--- config.mk ---
export PLATFORM = sky130hd
export DESIGN_NAME = bthk_ram
export DESIGN_NICKNAME = d
export VERILOG_FILES = /design/src/design/bthk_ram.sv
export SDC_FILE = /design/constraint.sdc
export NUM_CORES = 1
export LEC_CHECK = 0
export CORE_MARGIN = 3
export CORE_UTILIZATION = 45
export DETAILED_ROUTE_END_ITERATION = 10
export DONT_BUFFER_PORTS = 1
export PLACE_DENSITY_LB_ADDON = 0.08
export SLEW_MARGIN = 20
export SYNTH_ARGS = -nofsm -noshare
export SYNTH_HDL_FRONTEND = slang
export SYNTH_SLANG_ARGS = --single-unit
export TNS_END_PERCENT = 5
--- constraint.sdc ---
create_clock -name clk -period 1.99 [get_ports clk]
set_input_delay 0.0995 -clock clk [delete_from_list [all_inputs] [get_ports clk]]
set_output_delay 0.0995 -clock clk [all_outputs]
set_load 0.05 [all_outputs]
--- src/design/bthk_ram.sv ---
// Generic single-write, single-read RAM with registered read data.
// No dependencies; holds the heap entries of the top-K unit.
module bthk_ram #(
  parameter int WIDTH = 8,
  parameter int DEPTH = 16
) (
  input  logic                     clk,
  input  logic                     we,
  input  logic [$clog2(DEPTH)-1:0] waddr,
  input  logic [WIDTH-1:0]         wdata,
  input  logic                     re,
  input  logic [$clog2(DEPTH)-1:0] raddr,
  output logic [WIDTH-1:0]         rdata
);

  logic [WIDTH-1:0] mem_r [DEPTH];
  logic [WIDTH-1:0] rdata_r;

  // Write port and registered read port
  always_ff @(posedge clk) begin
    if (we) begin
      mem_r[waddr] <= wdata;
    end
    if (re) begin
      rdata_r <= mem_r[raddr];
    end
  end

  assign rdata = rdata_r;

endmodule

Word-level counts from Yosys, hierarchy flattened

Memory sizes are Yosys's and may differ from the RTL's. A register that Yosys moved wholly into a read port is not among the register bits.
Index checks and enable logic that the tools add are counted.

Muxes and demuxes: 2

Operators by type and width:

| operator         | count |
|---|---|
| 1-bit 2-to-1 mux | 2 |

Flip-flop bits (word level): 0
Bits in writable memories: 128
Input port bits: 19
Output and inout bits: 8
Memories kept: 1

Memories:

| memory | words | width | rd ports | clocked after Yosys merged registers in | write ports | RTL line | text |
|---|---|---|---|---|---|---|---|
| mem_r  | 16    | 8     | 1        | 1                                       | 1           | 16       | `logic [WIDTH-1:0] mem_r [DEPTH];` |

Longest topological paths before layout

Depth after elaboration: 2
Depth in mapped cells: 5

Worst setup path before layout

No wires, ideal clock.

Kind: input port to flip-flop
Start point: input waddr[2]
End point: memory mem_r[0][0], enable pin
Library setup time: 0.383 ns
Data arrival time: 1.209 ns
Required time: 1.607 ns
Path slack: 0.398 ns
Cell stages on the path: 2
Buffers on the path: 0
Path through: or3b_2 nor3_1

RTL lines:

| what            | RTL line | text |
|---|---|---|
| start, declared | 9        | `input logic [$clog2(DEPTH)-1:0] waddr,` |
| end, declared   | 16       |  |

Straight into the memory's write port.

==> summary.txt <==
Die
  • Die Wd: 114 um
  • Die Y: 114 um
  • Initial core utilization: 47.2%
  • Die area: 12900 sq um
  • IO Count: 27
  • FP Rows: 38
  • Area of the core: 11100 sq um

Synth
  • Netlist cell types: 18
  • Compound-cell area share of the yosys netlist: 2.30%
  • Net count after synthesis: 248
  • Synthesized instance count: 229
  • Post-synthesis mux area share: 14.8%
  • Netlist Area Pre-Place: 5230 sq um
  • Synth warnings: 0
  • Syn avg cell area: 22.8 sq um
  • Simple-gate share of the synthesized area: 3.14%
  • Largest family of logic cells by synthesized area: multiplexers
  • FF+latch count, synth: 136
  • Xor/xnor cell area share of the yosys netlist: 0%
  • Post-synthesis sequential area ratio: 78.1%
  • Synth Area in Adders: 0%

Clock tree
  • CTS clock-pin slew for the worst setup and hold paths: 0.06 ns
  • Postcts setup bufs: 0
  • CTS tree: built
  • CTS max path bufs: 2
  • Post-CTS sizing: 0
  • Hold buffer count at CTS: 9
  • Clock root buffer: clkbuf_16
  • TritonCTS buffer count: 17
  • CTS sink cnt: 136
  • H-Tree Depth: 4
  • Clk Latency, worst-skew pair: 0.41 ns

Routing
  • Routed WL: 10.1 mm
  • Avg Vias per Cell: 5.75
  • DRT iter0 DRCs: 162
  • Routed len/inst: 23.9 um
  • DRC viols: 0
  • Via count: 2420
  • Drt pass-1 iters: 4
  • Post-DRT Antenna Nets: 0

Placement
  • DP HPWL: 6.41 mm
  • PortBufs: 0
  • Post-Place Cells: 380
  • Dpl ws: 0.469 ns
  • Placed Area: 5470 sq um
  • Gpl congestion: 0.782

Power
  • Tot Pwr: 6.57 mW
  • Leakage: 2.03 nW
  • PwrDens: 1070 nW/um^2
  • Maximum vdd ir drop: 552 uV

Critical path
  • Worst path bufs/invs: 0
  • Cell family with most CP delay: multiplexers
  • Peak fanout along the critical path: 1
  • Critical path class: reg -> reg
  • CP Cell Sequence: mux4_1, a22oi_1, nand2_1
  • CP endpoint kind: flip-flop
  • Crit path launch type: flip-flop
  • CP max stage delay: 0.50 ns
  • CP arrival: 1.66 ns
  • Worst path slowest cell: mux4_1
  • Worst Setup SP: mem_r[1][3]
  • WP data required: 2.14 ns
  • Reg2reg start: mem_r[1][3]

Cells and area
  • FF/Latch Area: 4080 sq um
  • Syn-to-layout area delta: 17.7%
  • Design area: 6150 sq um
  • N_diodes: 0
  • Core Util, Final: 55.5%
  • Layout Cells excl Fill: 421
  • Fill cell count: 829
  • Footprint of the multi-input gates: 1060 sq um
  • Share of layout cells above drive strength 1: 24.2%
  • Nets: 287

Global route
  • GRT Util Overall: 17.1%
  • Remaining Overflow, GRT: 0
  • Largest net degree at the start of global routing: 33
  • Initial antenna violation count: 1
  • Global-route wire length before repair: 15.5 mm
  • Vias in the first global route: 2507

Run
  • Max cap viols: 0

Timing
  • Worst slew pin tran: 0.761 ns
  • Total Neg Setup Slack: 0 ns
  • Max Freq: 660 MHz
  • Slew Limit Fails: 0
  • Max_slew headroom: 49.1%
  • Fin crit period: 1.51 ns
  • Slack of the critical path: 0.475 ns
  • Final hold violation count: 0
  • Final hold slack: 0.0512 ns
  • Final setup violation count: 0
  • Clk_skew: 0.0118 ns
  • Final Cycle Share: 76.1%
  • RSZ-0062 raised after global routing: false

Min path
  • Hold Crit Class: in -> reg
  • Hold Startpoint: waddr[0]

Status
  • Status: finished clean
cell type report:
cell class,count,share of cell area [%]
clock inverters,14,2.56
flip-flops and latches,136,66.4
repair buffers,30,4.03
clock buffers,18,6.98
well taps,140,2.85
multi-input cells,83,17.2
synthesized netlist by cell type:
cell / count / area (sq um)
nor2_1: 13 / 48.8
mux4_2: 18 / 405
buf_2: 3 / 15.0
clkdlybuf4s25_2: 3 / 30.0
nand2b_1: 2 / 12.5
nor2b_1: 1 / 6.26
or3b_2: 1 / 8.76
nand3b_1: 2 / 15.0
buf_4: 1 / 7.51
nor3_1: 4 / 20.0
and2_1: 1 / 6.26
and2b_1: 1 / 7.51
nand2_1: 9 / 33.8
edfxtp_1: 136 / 4080
a22oi_1: 16 / 120
buf_6: 3 / 33.8
mux4_1: 14 / 368
nand3_1: 1 / 5.00
path summary, 6_finish.rpt:
kind	slack [ns]	endpoint	depth (start not counted)
worst min-delay path	0.05	mem_r[4][1]	2
worst max register to register	0.48	rdata[3]	3
worst max-delay path	0.48	rdata[3]	3
worst min register to register	0.75	rdata[4]	3
registers in the layout (all words and copies together) (netlist names):
name and count:
mem_r 128, rdata 8
placed cells by master, fill, tap and decap left out, types with 3 or more instances in the layout:
master,Yosys,routed
clkinvlp_4,0,5
nand2_1,9,9
a22oi_1,16,16
mux4_1,14,14
buf_4,1,21
dlygate4sd3_1,0,9
bufinv_16,0,3
nor3_1,4,4
edfxtp_1,136,136
clkinv_1,0,3
mux4_2,18,18
nor2_1,13,13
clkbuf_16,0,17
logic make-up after synthesis:
kind of cell,count (synthesis)
flops,136
simple gates,35
compound gates,16
mux,32
buf+inv,10
per-layer routing:
metal  up-vias  wire length [um]  global-route usage (%)
li1       1065                 -                       -
met1      1264              4320                    23.6
met2        79              4990                    26.1
met3        10               624                    5.25
met4         2                99                    6.18
met5         -                16                       0
where the power goes:
group / total (mW) / internal (mW) / leakage [nW] / switching, mW
Sequential: 3.30 / 3.23 / 1.24 / 0.0668
Combinational: 0.229 / 0.111 / 0.520 / 0.118
Clock: 3.04 / 1.95 / 0.270 / 1.09
Total: 6.57 / 5.29 / 2.03 / 1.28
Note: power is estimated with default switching activity, not from simulation.
