$ cat config.mk
export PLATFORM = sky130hd
export DESIGN_NAME = bthk_seq
export DESIGN_NICKNAME = d
export VERILOG_FILES = /design/src/design/bthk_pkg.sv /design/src/design/bthk_seq.sv
export SDC_FILE = /design/constraint.sdc
export NUM_CORES = 1
export LEC_CHECK = 0
export ABC_CLOCK_PERIOD_IN_PS = 10100
export BUFFER_PORTS_ARGS = -buffer_cell sky130_fd_sc_hd__clkbuf_2
export CAP_MARGIN = 15
export CORE_MARGIN = 8
export CORE_UTILIZATION = 50
export CTS_BUF_LIST = sky130_fd_sc_hd__clkbuf_16
export CTS_CLUSTER_SIZE = 12
export DETAILED_ROUTE_END_ITERATION = 7
export HOLD_SLACK_MARGIN = 0.03
export PLACE_DENSITY = 0.76
export REMOVE_ABC_BUFFERS = 1
export SYNTH_ARGS = -nofsm -noshare
export SYNTH_HDL_FRONTEND = slang
export SYNTH_SLANG_ARGS = --single-unit
$ cat constraint.sdc
create_clock -name clk -period 10.1 [get_ports clk]
set_clock_uncertainty 0.15 [all_clocks]
set_input_delay 1.01 -clock clk [delete_from_list [all_inputs] [get_ports clk]]
set_output_delay 1.01 -clock clk [all_outputs]
set_load 0.02 [all_outputs]
$ cat src/design/bthk_pkg.sv
// Shared types, constants and helpers of the bounded top-K max-heap unit.
// No dependencies; imported by bthk_seq and bounded_top_k_max_heap_unit.
package bthk_pkg;

  // Heap capacity and derived widths
  localparam int MAX_KEEP   = 256;
  localparam int ADDR_W     = $clog2(MAX_KEEP);
  localparam int CNT_W      = ADDR_W + 1;
  localparam int IDX_W      = ADDR_W + 2;
  localparam int KEY_W      = 32;
  localparam int COORD_W    = 32;
  localparam int ORIENT_W   = 3;
  localparam int SLOT_W     = 8;
  localparam int LIMIT_W    = 9;
  localparam int KEEP_RESET = 200;

  // Opcodes carried on in_tuser
  localparam logic [1:0] OP_PUSH  = 2'd0;
  localparam logic [1:0] OP_READ  = 2'd1;
  localparam logic [1:0] OP_CLEAR = 2'd2;

  // Action codes carried on out_tuser
  localparam logic [2:0] ACT_INSERT  = 3'd0;
  localparam logic [2:0] ACT_REPLACE = 3'd1;
  localparam logic [2:0] ACT_REJECT  = 3'd2;
  localparam logic [2:0] ACT_READ    = 3'd3;
  localparam logic [2:0] ACT_CLEAR   = 3'd4;
  localparam logic [2:0] ACT_BADSLOT = 3'd5;

  // One heap entry as stored in the RAM
  typedef struct packed {
    logic [ORIENT_W-1:0] orient;
    logic [COORD_W-1:0]  z;
    logic [COORD_W-1:0]  x;
    logic [KEY_W-1:0]    key;
  } entry_t;

  localparam int ENTRY_W = $bits(entry_t);

  // RAM access issued by the sequencer
  typedef struct packed {
    logic              we;
    logic [ADDR_W-1:0] waddr;
    entry_t            wdata;
    logic              re;
    logic [ADDR_W-1:0] raddr;
  } ram_req_t;

  // Finished result handed to the output register
  typedef struct packed {
    logic [2:0]       action;
    logic [CNT_W-1:0] kept_count;
    logic [KEY_W-1:0] worst_key;
    entry_t           rd;
  } res_t;

  // Parent slot of a non-root slot
  function automatic logic [ADDR_W-1:0] f_parent(input logic [ADDR_W-1:0] i);
    logic [ADDR_W-1:0] im1;
    im1 = i - ADDR_W'(1);
    return im1 >> 1;
  endfunction

  // Left child slot, wide enough to compare against the count
  function automatic logic [IDX_W-1:0] f_left(input logic [ADDR_W-1:0] i);
    return {1'b0, i, 1'b1};
  endfunction

endpackage

$ cat src/design/bthk_seq.sv
// Heap sequencer: runs push/sift, read and clear over the entry RAM with
// one shared key comparator. Depends on bthk_pkg; drives a bthk_ram.
module bthk_seq (
  input  logic                     clk,
  input  logic                     rst_n,
  input  logic                     in_valid,
  output logic                     in_ready,
  input  logic [1:0]               in_op,
  input  bthk_pkg::entry_t         in_item,
  input  logic [bthk_pkg::SLOT_W-1:0] in_slot,
  input  logic [bthk_pkg::CNT_W-1:0]  cap,
  input  logic                     out_free,
  output logic                     res_valid,
  output bthk_pkg::res_t           res,
  output bthk_pkg::ram_req_t       ram_req,
  input  bthk_pkg::entry_t         ram_rdata
);
  import bthk_pkg::*;

  typedef enum logic [6:0] {
    ST_IDLE    = 7'b0000001,
    ST_UP      = 7'b0000010,
    ST_DN_L    = 7'b0000100,
    ST_DN_R    = 7'b0001000,
    ST_WR_ITEM = 7'b0010000,
    ST_RD_WAIT = 7'b0100000,
    ST_FIN     = 7'b1000000
  } state_t;

  state_t            state_r, state_nxt;
  logic [ADDR_W-1:0] idx_r, idx_nxt;
  logic [CNT_W-1:0]  cnt_r, cnt_nxt;
  logic [KEY_W-1:0]  root_key_r, root_key_nxt;
  entry_t            item_r, item_nxt;
  entry_t            best_r, best_nxt;
  logic              lgt_r, lgt_nxt;
  logic              r_ok_r, r_ok_nxt;
  logic [2:0]        act_r, act_nxt;
  entry_t            rd_r, rd_nxt;

  // Shared comparator: cmp_gt = cmp_a > cmp_b
  logic [KEY_W-1:0]  cmp_a, cmp_b;
  logic              cmp_gt;

  assign cmp_gt = cmp_a > cmp_b;

  // Operand selection for the comparator
  always_comb begin
    unique case (state_r)
      ST_IDLE: begin
        cmp_a = root_key_r;
        cmp_b = in_item.key;
      end
      ST_UP: begin
        cmp_a = item_r.key;
        cmp_b = ram_rdata.key;
      end
      ST_DN_L: begin
        cmp_a = ram_rdata.key;
        cmp_b = item_r.key;
      end
      ST_DN_R: begin
        cmp_a = ram_rdata.key;
        cmp_b = lgt_r ? best_r.key : item_r.key;
      end
      default: begin
        cmp_a = '0;
        cmp_b = '0;
      end
    endcase
  end

  // Sequencer next state and RAM requests
  always_comb begin
    logic [ADDR_W-1:0] par;
    logic [IDX_W-1:0]  lft;
    logic [IDX_W-1:0]  rgt;
    logic [ADDR_W-1:0] child;
    logic [IDX_W-1:0]  lft2;
    logic              take_r;

    state_nxt = state_r;
    idx_nxt   = idx_r;
    cnt_nxt   = cnt_r;
    item_nxt  = item_r;
    best_nxt  = best_r;
    lgt_nxt   = lgt_r;
    r_ok_nxt  = r_ok_r;
    act_nxt   = act_r;
    rd_nxt    = rd_r;
    ram_req   = '0;
    res_valid = 1'b0;
    par       = f_parent(idx_r);
    lft       = f_left(idx_r);
    rgt       = lft + IDX_W'(1);
    child     = '0;
    lft2      = '0;
    take_r    = 1'b0;

    unique case (state_r)
      ST_IDLE: begin
        if (in_valid) begin
          item_nxt = in_item;
          rd_nxt   = '0;
          unique case (in_op)
            OP_PUSH: begin
              if (cnt_r < cap) begin
                // Append at the end, hole sifts up from there
                idx_nxt = cnt_r[ADDR_W-1:0];
                cnt_nxt = cnt_r + CNT_W'(1);
                act_nxt = ACT_INSERT;
                if (cnt_r == '0) begin
                  ram_req.we    = 1'b1;
                  ram_req.waddr = '0;
                  ram_req.wdata = in_item;
                  state_nxt     = ST_FIN;
                end else begin
                  ram_req.re    = 1'b1;
                  ram_req.raddr = f_parent(cnt_r[ADDR_W-1:0]);
                  state_nxt     = ST_UP;
                end
              end else if (cmp_gt) begin
                // Full: new key is below the root key, hole sifts down from root
                idx_nxt = '0;
                act_nxt = ACT_REPLACE;
                if (cnt_r > CNT_W'(1)) begin
                  ram_req.re    = 1'b1;
                  ram_req.raddr = ADDR_W'(1);
                  state_nxt     = ST_DN_L;
                end else begin
                  ram_req.we    = 1'b1;
                  ram_req.waddr = '0;
                  ram_req.wdata = in_item;
                  state_nxt     = ST_FIN;
                end
              end else begin
                act_nxt   = ACT_REJECT;
                state_nxt = ST_FIN;
              end
            end
            OP_READ: begin
              if (32'(in_slot) < 32'(cnt_r)) begin
                ram_req.re    = 1'b1;
                ram_req.raddr = ADDR_W'(in_slot);
                act_nxt       = ACT_READ;
                state_nxt     = ST_RD_WAIT;
              end else begin
                act_nxt   = ACT_BADSLOT;
                state_nxt = ST_FIN;
              end
            end
            OP_CLEAR: begin
              cnt_nxt   = '0;
              act_nxt   = ACT_CLEAR;
              state_nxt = ST_FIN;
            end
            default: begin
              act_nxt   = ACT_REJECT;
              state_nxt = ST_FIN;
            end
          endcase
        end
      end

      ST_UP: begin
        // Parent data is back; move it down if it is smaller than the item
        ram_req.we = 1'b1;
        if (cmp_gt) begin
          ram_req.waddr = idx_r;
          ram_req.wdata = ram_rdata;
          idx_nxt       = par;
          if (par == '0) begin
            state_nxt = ST_WR_ITEM;
          end else begin
            ram_req.re    = 1'b1;
            ram_req.raddr = f_parent(par);
          end
        end else begin
          ram_req.waddr = idx_r;
          ram_req.wdata = item_r;
          state_nxt     = ST_FIN;
        end
      end

      ST_DN_L: begin
        // Left child data is back; fetch the right child if present
        best_nxt = ram_rdata;
        lgt_nxt  = cmp_gt;
        r_ok_nxt = rgt < IDX_W'(cnt_r);
        if (rgt < IDX_W'(cnt_r)) begin
          ram_req.re    = 1'b1;
          ram_req.raddr = rgt[ADDR_W-1:0];
        end
        state_nxt = ST_DN_R;
      end

      ST_DN_R: begin
        take_r     = r_ok_r && cmp_gt;
        ram_req.we = 1'b1;
        if (take_r || lgt_r) begin
          // Larger child moves up into the hole
          child         = take_r ? rgt[ADDR_W-1:0] : lft[ADDR_W-1:0];
          ram_req.waddr = idx_r;
          ram_req.wdata = take_r ? ram_rdata : best_r;
          idx_nxt       = child;
          lft2          = f_left(child);
          if (lft2 < IDX_W'(cnt_r)) begin
            ram_req.re    = 1'b1;
            ram_req.raddr = lft2[ADDR_W-1:0];
            state_nxt     = ST_DN_L;
          end else begin
            state_nxt = ST_WR_ITEM;
          end
        end else begin
          ram_req.waddr = idx_r;
          ram_req.wdata = item_r;
          state_nxt     = ST_FIN;
        end
      end

      ST_WR_ITEM: begin
        ram_req.we    = 1'b1;
        ram_req.waddr = idx_r;
        ram_req.wdata = item_r;
        state_nxt     = ST_FIN;
      end

      ST_RD_WAIT: begin
        rd_nxt    = ram_rdata;
        state_nxt = ST_FIN;
      end

      ST_FIN: begin
        if (out_free) begin
          res_valid = 1'b1;
          state_nxt = ST_IDLE;
        end
      end

      default: begin
        state_nxt = ST_IDLE;
      end
    endcase
  end

  // Mirror of the root key, tracks every write to slot zero
  always_comb begin
    root_key_nxt = root_key_r;
    if (ram_req.we && ram_req.waddr == '0) begin
      root_key_nxt = ram_req.wdata.key;
    end
  end

  // Control state
  always_ff @(posedge clk) begin
    if (!rst_n) begin
      state_r <= ST_IDLE;
      cnt_r   <= '0;
    end else begin
      state_r <= state_nxt;
      cnt_r   <= cnt_nxt;
    end
  end

  // Datapath registers
  always_ff @(posedge clk) begin
    idx_r      <= idx_nxt;
    root_key_r <= root_key_nxt;
    item_r     <= item_nxt;
    best_r     <= best_nxt;
    lgt_r      <= lgt_nxt;
    r_ok_r     <= r_ok_nxt;
    act_r      <= act_nxt;
    rd_r       <= rd_nxt;
  end

  assign in_ready       = (state_r == ST_IDLE);
  assign res.action     = act_r;
  assign res.kept_count = cnt_r;
  assign res.worst_key  = (cnt_r != '0) ? root_key_r : '0;
  assign res.rd         = rd_r;

`ifndef SYNTH
  a_cnt_bound: assert property (@(posedge clk) disable iff (!rst_n)
    32'(cnt_r) <= MAX_KEEP)
    else $error("entry count above capacity");

  a_no_rw_clash: assert property (@(posedge clk) disable iff (!rst_n)
    (ram_req.we && ram_req.re) |-> (ram_req.waddr != ram_req.raddr))
    else $error("RAM read and write to the same slot in one cycle");

  a_push_grows: assert property (@(posedge clk) disable iff (!rst_n)
    (in_valid && in_ready && in_op == OP_PUSH && cnt_r < cap)
      |=> (cnt_r == $past(cnt_r) + CNT_W'(1)))
    else $error("append did not grow the heap by one");

  a_clear_empties: assert property (@(posedge clk) disable iff (!rst_n)
    (in_valid && in_ready && in_op == OP_CLEAR) |=> (cnt_r == '0))
    else $error("clear left entries in the heap");
`endif

endmodule
Yosys cells after proc, flatten, opt, wreduce, memory -nomap -nowiden
Cells that the tools add are included.
{"block": "op_classes", "reduce_logical": 18, "magnitude_cmp": 6, "eq_ne": 17, "n_addsub": 5, "muxes": 55}
{"cell": "case mux 108 bit (4 select lines)", "n": 1}
{"cell": "two-way mux 99 bit", "n": 4}
{"cell": "two-way mux 117 bit", "n": 3}
{"cell": "two-way mux 108 bit", "n": 3}
{"cell": "case mux 99 bit (2 select lines)", "n": 1}
{"cell": "case mux 32 bit (4 select lines)", "n": 1}
{"cell": "case mux 32 bit (3 select lines)", "n": 1}
{"cell": "two-way mux 9 bit", "n": 9}
{"cell": "two-way mux 7 bit", "n": 10}
{"cell": "two-way mux 32 bit", "n": 2}
{"cell": "two-way mux 8 bit", "n": 7}
{"cell": "case mux 7 bit (6 select lines)", "n": 1}
{"cell": "case mux 9 bit (2 select lines)", "n": 2}
{"cell": "case mux 9 bit (4 select lines)", "n": 1}
{"cell": "greater-than comparator 32 bit", "n": 1}
{"cell": "case mux 8 bit (3 select lines)", "n": 1}
{"cell": "< comparator 9 bit", "n": 2}
{"cell": "zero test 8 bit", "n": 2}
{"cell": "subtractor 8 x 1 -> 8 bit (second input constant)", "n": 2}
{"cell": "case mux 7 bit (2 select lines)", "n": 1}
{"cell": "adder 9 x 1 -> 10 bit (second input constant)", "n": 1}
{"cell": "< comparator 10 x 9 -> 1 bit", "n": 1}
{"cell": "!= test 2 bit (second input constant)", "n": 5}
{"cell": "adder 9 x 1 -> 9 bit (second input constant)", "n": 1}
{"cell": "32 further kinds", "n": 38}
{"block": "totals", "register_bits": 358, "input_bits": 221}

Longest topological paths before layout
Gate-level depths: netlist of run 1.
{"block": "depth", "word_depth": 11, "mapped_depth": 29, "ltp_nobuf": 23}

Worst setup path after synthesis of run 1
No wires, ideal clock.
{"block": "synth_path", "path_type": "reg2out", "from": "register state_r[3]", "to": "output port ram_req[5] (netlist bit)", "arrival_time_ns": 7.866, "setup_slack_ns": 1.074, "path_stages_with_launch": 25, "path_cell_list": "dfxtp_1 > nor4_1 > and3_1 > clkbuf_1 > clkbuf_1 > a22o_1 > a221oi_1 > ha_1 > nand4_1 > nor4_2 > a21o_1 > a21oi_1 > nor2_2 > buf_2 > buf_4 > nor2_1 > a21oi_1 > inv_1 > ha_1 > a21o_1 > a21oi_1 > nor2_1 > nor2_1 > nand4_1 > o2111ai_1"}
{"item": "start, declared", "line_no": "bthk_seq.sv:30", "rtl": "state_t state_r, state_nxt;"}
{"item": "start signal, assigned", "line_no": "bthk_seq.sv:260", "rtl": "state_r <= state_nxt;"}
{"item": "end, declared", "line_no": "bthk_seq.sv:15", "rtl": "output bthk_pkg::ram_req_t ram_req,"}

==> impl_metrics.tcl, run 1 <==
set metrics [dict create \
    clockBufferDepth 3 \
    slew_viol_final 0 \
    synth_top_area_share_pct 54.7 \
    fp.dieH_um 210 \
    cts_tree "done" \
    grt_pass1_vias 15700 \
    fin_util_pct 61.0 \
    syn_area_sq_mm 0.0188 \
    yosys-top-cells-area "edfxtp_1, ha_1, and2_1" \
    timing.hold.ws_ps 498 \
    fp-row-count 71 \
    netlist_instances 1535 \
    wirelength_um 68000 \
    die_w_um 210 \
    p_sw_share_pct 31.5 \
    yosysWarnings 0 \
    grt_max_degree 101 \
    post-cts-setup-buffers 0 \
    vias 15700 \
    fp.coreArea_sq_mm 0.0373 \
    timing.slew.headroom_pct 19.3 \
    cap_violations 0 \
    ir_worst_vdd_mv 0.135 \
    status "finished clean" \
    rsz0062_at_grt "false" \
    clockRootBuffer "clkbuf_16" \
    max_freq_mhz 118 \
    gp_congestion 0.945 \
    p_int_w 0.00288 \
    worst_skew_pair.late_latency_ps 550 \
    setup_viol 0 \
    power_frac_comb_pct 22.7 \
    period_minus_slack_ps 8490 \
    postRouteAntennaNets 0 \
    final_cells 2474 \
    holdCritPathClass "input port to flip-flop" \
    path_class "flip-flop to output pin" \
    ys.flop_type "edfxtp_1" \
    cts_hold_buffers 0 \
    ys_seq_elements 358 \
    area_growth_pct 21.2 \
    drt_iter0_drc 1765 \
    htree_num_levels 2 \
    hold_viol 0 \
    syn_area_per_cell_sq_um 12.2 \
    total_power_w 0.00421 \
    fin_nets 2258 \
    grt.overflow.total 0 \
    drive_above_1_share_pct 29.7 \
    synthArstFlopShare_pct 0 \
    start_util_pct 50.3 \
    clk_pin_slew_ps 60 \
    p_per_area_mw_per_mm2 185 \
    remaining_drc_errors 0 \
    cp-end-kind "output pin" \
    p_switching_w 0.00133 \
    leakage_nw 9.59 \
    first_pass_iters 7 \
    critPathArrivalTime_ps 7330 \
    grt.total_usage_pct 29.5 \
    cts_resized 0 \
    tightest_slew_ps 1200 \
    cts_buffers 40 \
    grt_pass1_wl_um 100000 \
    synth_commonest_cells "edfxtp_1, and2_1, a22o_1" \
    dp_hpwl_um 47900 \
    portBuffers 482 \
    avgRoutedWirePerCell_um 27.5 \
    synth.most_common_cell "edfxtp_1" \
    required_ps 8940 \
    ys_seq_area_share_pct 56.4 \
    die-area_sq_mm 0.0440 \
    cts_sinks 358 \
    io_pins 483 \
    start_kind "flip-flop" \
    viasPerCell 6.35 \
    fin_crit_sh_pct 84.1 \
    antenna_found_initial 15 \
    p_seq_share_pct 44.7 \
    synth_edf_count 342 \
    path_max_fanout 59 \
    pwr-share-clk_pct 32.6 \
    ys_types 75 \
    yosys.area.top_type "edfxtp_1" \
    placedCellCount 2399 \
]
==> metrics by stage <==
stage	area, sq um	setup WS, ps	TNS [ps]
final	22800	1610	0
after global routing	22800	1130	0
after CTS	22700	1670	0
after detailed placement	21500	2270	0
after global placement	21500	2470	0
after floorplan	18300	-690	-18780
==> power by group through the flow <==
| stage | clock network (W) | registers (W) | logic, W |
|---|---|---|---|
| final | 0.00137 | 0.00188 | 0.000955 |
| after global routing | 0.00144 | 0.00189 | 0.00103 |
| after CTS | 0.00139 | 0.00188 | 0.000956 |
| after detailed placement | 0 | 0.00191 | 0.000950 |
| after global placement | 0 | 0.00190 | 0.000932 |
| after floorplan | 0 | 0.00200 | 0.000488 |
==> cells by family (layout without fill, tap and decap cells) <==
group,Yosys count,count (layout),synth area share [%]
XOR/XNOR,35,35,1.63
other,0,5,0
flip-flops,358,358,56.4
multiplexers,38,38,2.11
AND/OR/NAND/NOR,420,420,12.1
adder cells (fa/ha/maj),69,69,4.60
AO/OA/AOI/OAI,433,433,19.3
buffers and inverters,182,642,3.84
==> critical path: stages (launching register included) <==
cell and delay (ps):
dfxtp_1 370, nor4_1 390, and3_4 260, buf_4 650, or2_2 660, a221oi_1 190, ha_1 380, a21oi_1 180
o21ai_0 120, a22oi_1 420, a21oi_1 280, nor2_4 470, nor2_1 120, xnor2_1 290, inv_1 80, ha_1 290
nor2b_1 130, o21ai_0 270, nand4_1 510, o211ai_1 480, clkbuf_2 240
==> registers in the layout, summed over array words and instances, names as in the netlist, 3 cells and up <==
name        cells
root_key_r     32
item_r         99
act_r           3
cnt_r           9
res            99
idx_r           8
state_r         7
best_r         99
==> cell type report <==
cell class,count,area [sq um]
Sequential cell,358,10600
Inverter,72,273
Tap cell,474,593
Clock inverter,29,193
Fill cell,3037,14500
Timing Repair Buffer,501,2570
Antenna cell,5,12.5
Multi-Input combinational cell,995,7530
Clock buffer,40,1000
==> path summary, 6_finish.rpt <==
path	end	slack, ps	cells after the start	from
hold reg to reg	root_key_r[12]	580	2	item_r[12]
setup / recovery	ram_req[6]	1610	20	state_r[3]
hold / removal	item_r[60]	500	1	in_item[60]
setup reg to reg	state_r[2]	3440	19	state_r[3]
==> metal layers <==
layer,vias up,part of all wire (%),GRT usage (%)
li1,6934,-,-
met1,7610,37,35.9
met2,963,48,48.5
met3,193,9.9,7.00
met4,14,5.1,15.6
met5,-,0.15,0
==> placed cells by master (no fill, tap or decap), types with 6 or more instances in the layout <==
cell type and instances:
clkbuf_2 482, edfxtp_1 342, and2_1 134, a22o_1 94, a221o_1 84, nor2_1 79
inv_1 78, nand2_1 74, ha_1 69, a21oi_1 47, a222oi_1 40, clkbuf_16 40
a221oi_1 32, nand3_1 27, mux2i_1 26, o21ai_0 25, xnor2_1 24, nand4_1 23
o2bb2ai_1 23, buf_4 18, nor3_1 17, o211ai_1 17, a22oi_1 16, dfxtp_1 16
nor2b_1 13, xor2_1 11, mux2_2 10, and3_1 9, o21a_1 9, clkinv_1 9
a21o_1 8, clkinv_2 7, nand2b_1 6, o221ai_1 6
(Power assumes the default switching activity.)
==> run 2, diff against run 1 <==
- ABC_CLOCK_PERIOD_IN_PS: 10100 -> 7200
- CORE_UTILIZATION: 50 -> 49
- PLACE_DENSITY: 0.76 -> 0.78
- clock period: 10.1 -> 7.2 ns (I/O delays scaled with it)
==> impl_metrics.tcl, run 2 (synthesis gave the netlist of run 1 again) <==
set metrics [dict create \
    drive_above_1_share_pct 30.2 \
    period_minus_slack_ps 6790 \
    cts_sinks 358 \
    start_util_pct 49.9 \
    slew_viol_final 0 \
    drt_iter0_drc 1794 \
    place_area_sq_mm 0.0217 \
    antenna_found_initial 8 \
    remaining_drc_errors 7 \
    tightest_slew_ps 1270 \
    required_ps 6330 \
    grt.total_usage_pct 29.1 \
    p_per_area_mw_per_mm2 257 \
    hp-start "in_item[35]" \
    clk_pin_slew_ps 60 \
    start_kind "flip-flop" \
    worstPathCellList "nor4_4 > and3_4 > or2_4 > a221oi_1 > ha_1 > nand4_2 > nor4_4 > nand3b_1 > a31oi_4 > o21ai_0 > xor2_1 > inv_1 > ha_1 > a21oi_1 > nor2b_1 > o21ai_0 > nand4_1 > buf_4 > o2111ai_1 > clkbuf_2" \
    grt_max_degree 101 \
    layout_common_cells "clkbuf_2, edfxtp_1, and2_1" \
    clockRootBuffer "clkbuf_16" \
    fp-row-count 71 \
    path_class "flip-flop to output pin" \
    cap_violations 0 \
    startpoint "state_r[3]" \
    dp_hpwl_um 48700 \
    clockBufferDepth 3 \
    grt_pass1_vias 15800 \
    cp_num_buf_inv 3 \
    cts_buffers 40 \
    vias 16000 \
    total_power_w 0.00591 \
    slowest_stage "nor4_4" \
    layout_commonest_cell "clkbuf_2" \
    critPathArrivalTime_ps 5920 \
    timing.slew.headroom_pct 15.2 \
    avgRoutedWirePerCell_um 27.3 \
    reg2regPathDepth 14 \
    fp.dieH_um 212 \
    die_w_um 212 \
    path_max_fanout 26 \
    grt.overflow.total 0 \
    hold_viol 0 \
    fp.coreArea_sq_mm 0.0377 \
    ir_worst_vdd_mv 0.205 \
    fin_crit_sh_pct 94.3 \
    reg2reg_to "root_key_r[3]" \
    cts_tree "done" \
    wirelength_um 68800 \
    holdCritPathClass "input port to flip-flop" \
    viasPerCell 6.33 \
    area_growth_pct 22.4 \
    leakage_nw 9.66 \
    gp_congestion 0.919 \
    die-area_sq_mm 0.0448 \
    setup_tns_ps 0 \
    first_pass_iters 8 \
    postRouteAntennaNets 0 \
    placedCellCount 2443 \
    r2r_start "state_r[3]" \
    stdcell_area_sq_mm 0.0230 \
    final_cells 2519 \
    crit_family "simple AND/OR/NAND/NOR gates" \
    cp-end-kind "output pin" \
    slowest_delay_ps 450 \
    violations "DRC" \
    hold_depth 1 \
    portBuffers 482 \
    fin_util_pct 61.0 \
    min_to "item_r[35]" \
    htree_num_levels 2 \
    fin_nets 2268 \
    r2r_setup_slack_ps 1750 \
    worst_skew_pair.late_latency_ps 540 \
    max_freq_mhz 147 \
    grt_pass1_wl_um 100000 \
    io_pins 483 \
    setup_viol 0 \
    status "finished, violations left" \
]
-- run 2: metrics by stage --
step | worst slack (ps) | hold WS (ps)
3_3_place_gp | 424 | 532
5_1_grt | -17.2 | 211
4_1_cts | 128 | 210
3_5_place_dp | 220 | 545
2_1_floorplan | -3300 | 495
6_report | 407 | 230
-- run 2: cell type report --
class / instances / area (sq um)
clock buffer: 42 / 1050
inverter: 72 / 273
sequential: 358 / 10600
fill: 3032 / 14700
antenna: 2 / 5.00
multi-input combinational: 996 / 7570
timing repair buffer: 510 / 2690
clock inverter: 28 / 159
tap: 511 / 639
-- run 2: power breakdown --
group	internal [W]	switching (W)	total (W)
clock network	0.00109	0.000833	0.00192
registers	0.00255	0.000100	0.00265
logic	0.000430	0.000919	0.00135
-- run 2: worst max path at each step --
stage	end	slack (ps)	cells past startpoint
floorplan	ram_req[5]	-3300	20
global placement	ram_req[2]	420	20
detailed placement	ram_req[5]	220	20
CTS	ram_req[5]	130	21
global route	ram_req[5]	-20	20
finish	ram_req[5]	410	20
-- run 2: metal layers --
layer	global-route usage (%)	routed length, um	vias to the layer above
li1	-	-	6953
met1	35.7	25300	7826
met2	48.6	33600	984
met3	6.52	6730	180
met4	13.3	3170	10
met5	0	60	-
-- run 2: timing repair --
action	4_1_cts	5_1_grt
pin swaps	1	3
setup buffers	2	1
hold buffers	0	0
hold endpoints to repair	0	0
setup endpoints to repair	9	61
gates resized for setup	2	6
gates cloned	0	1
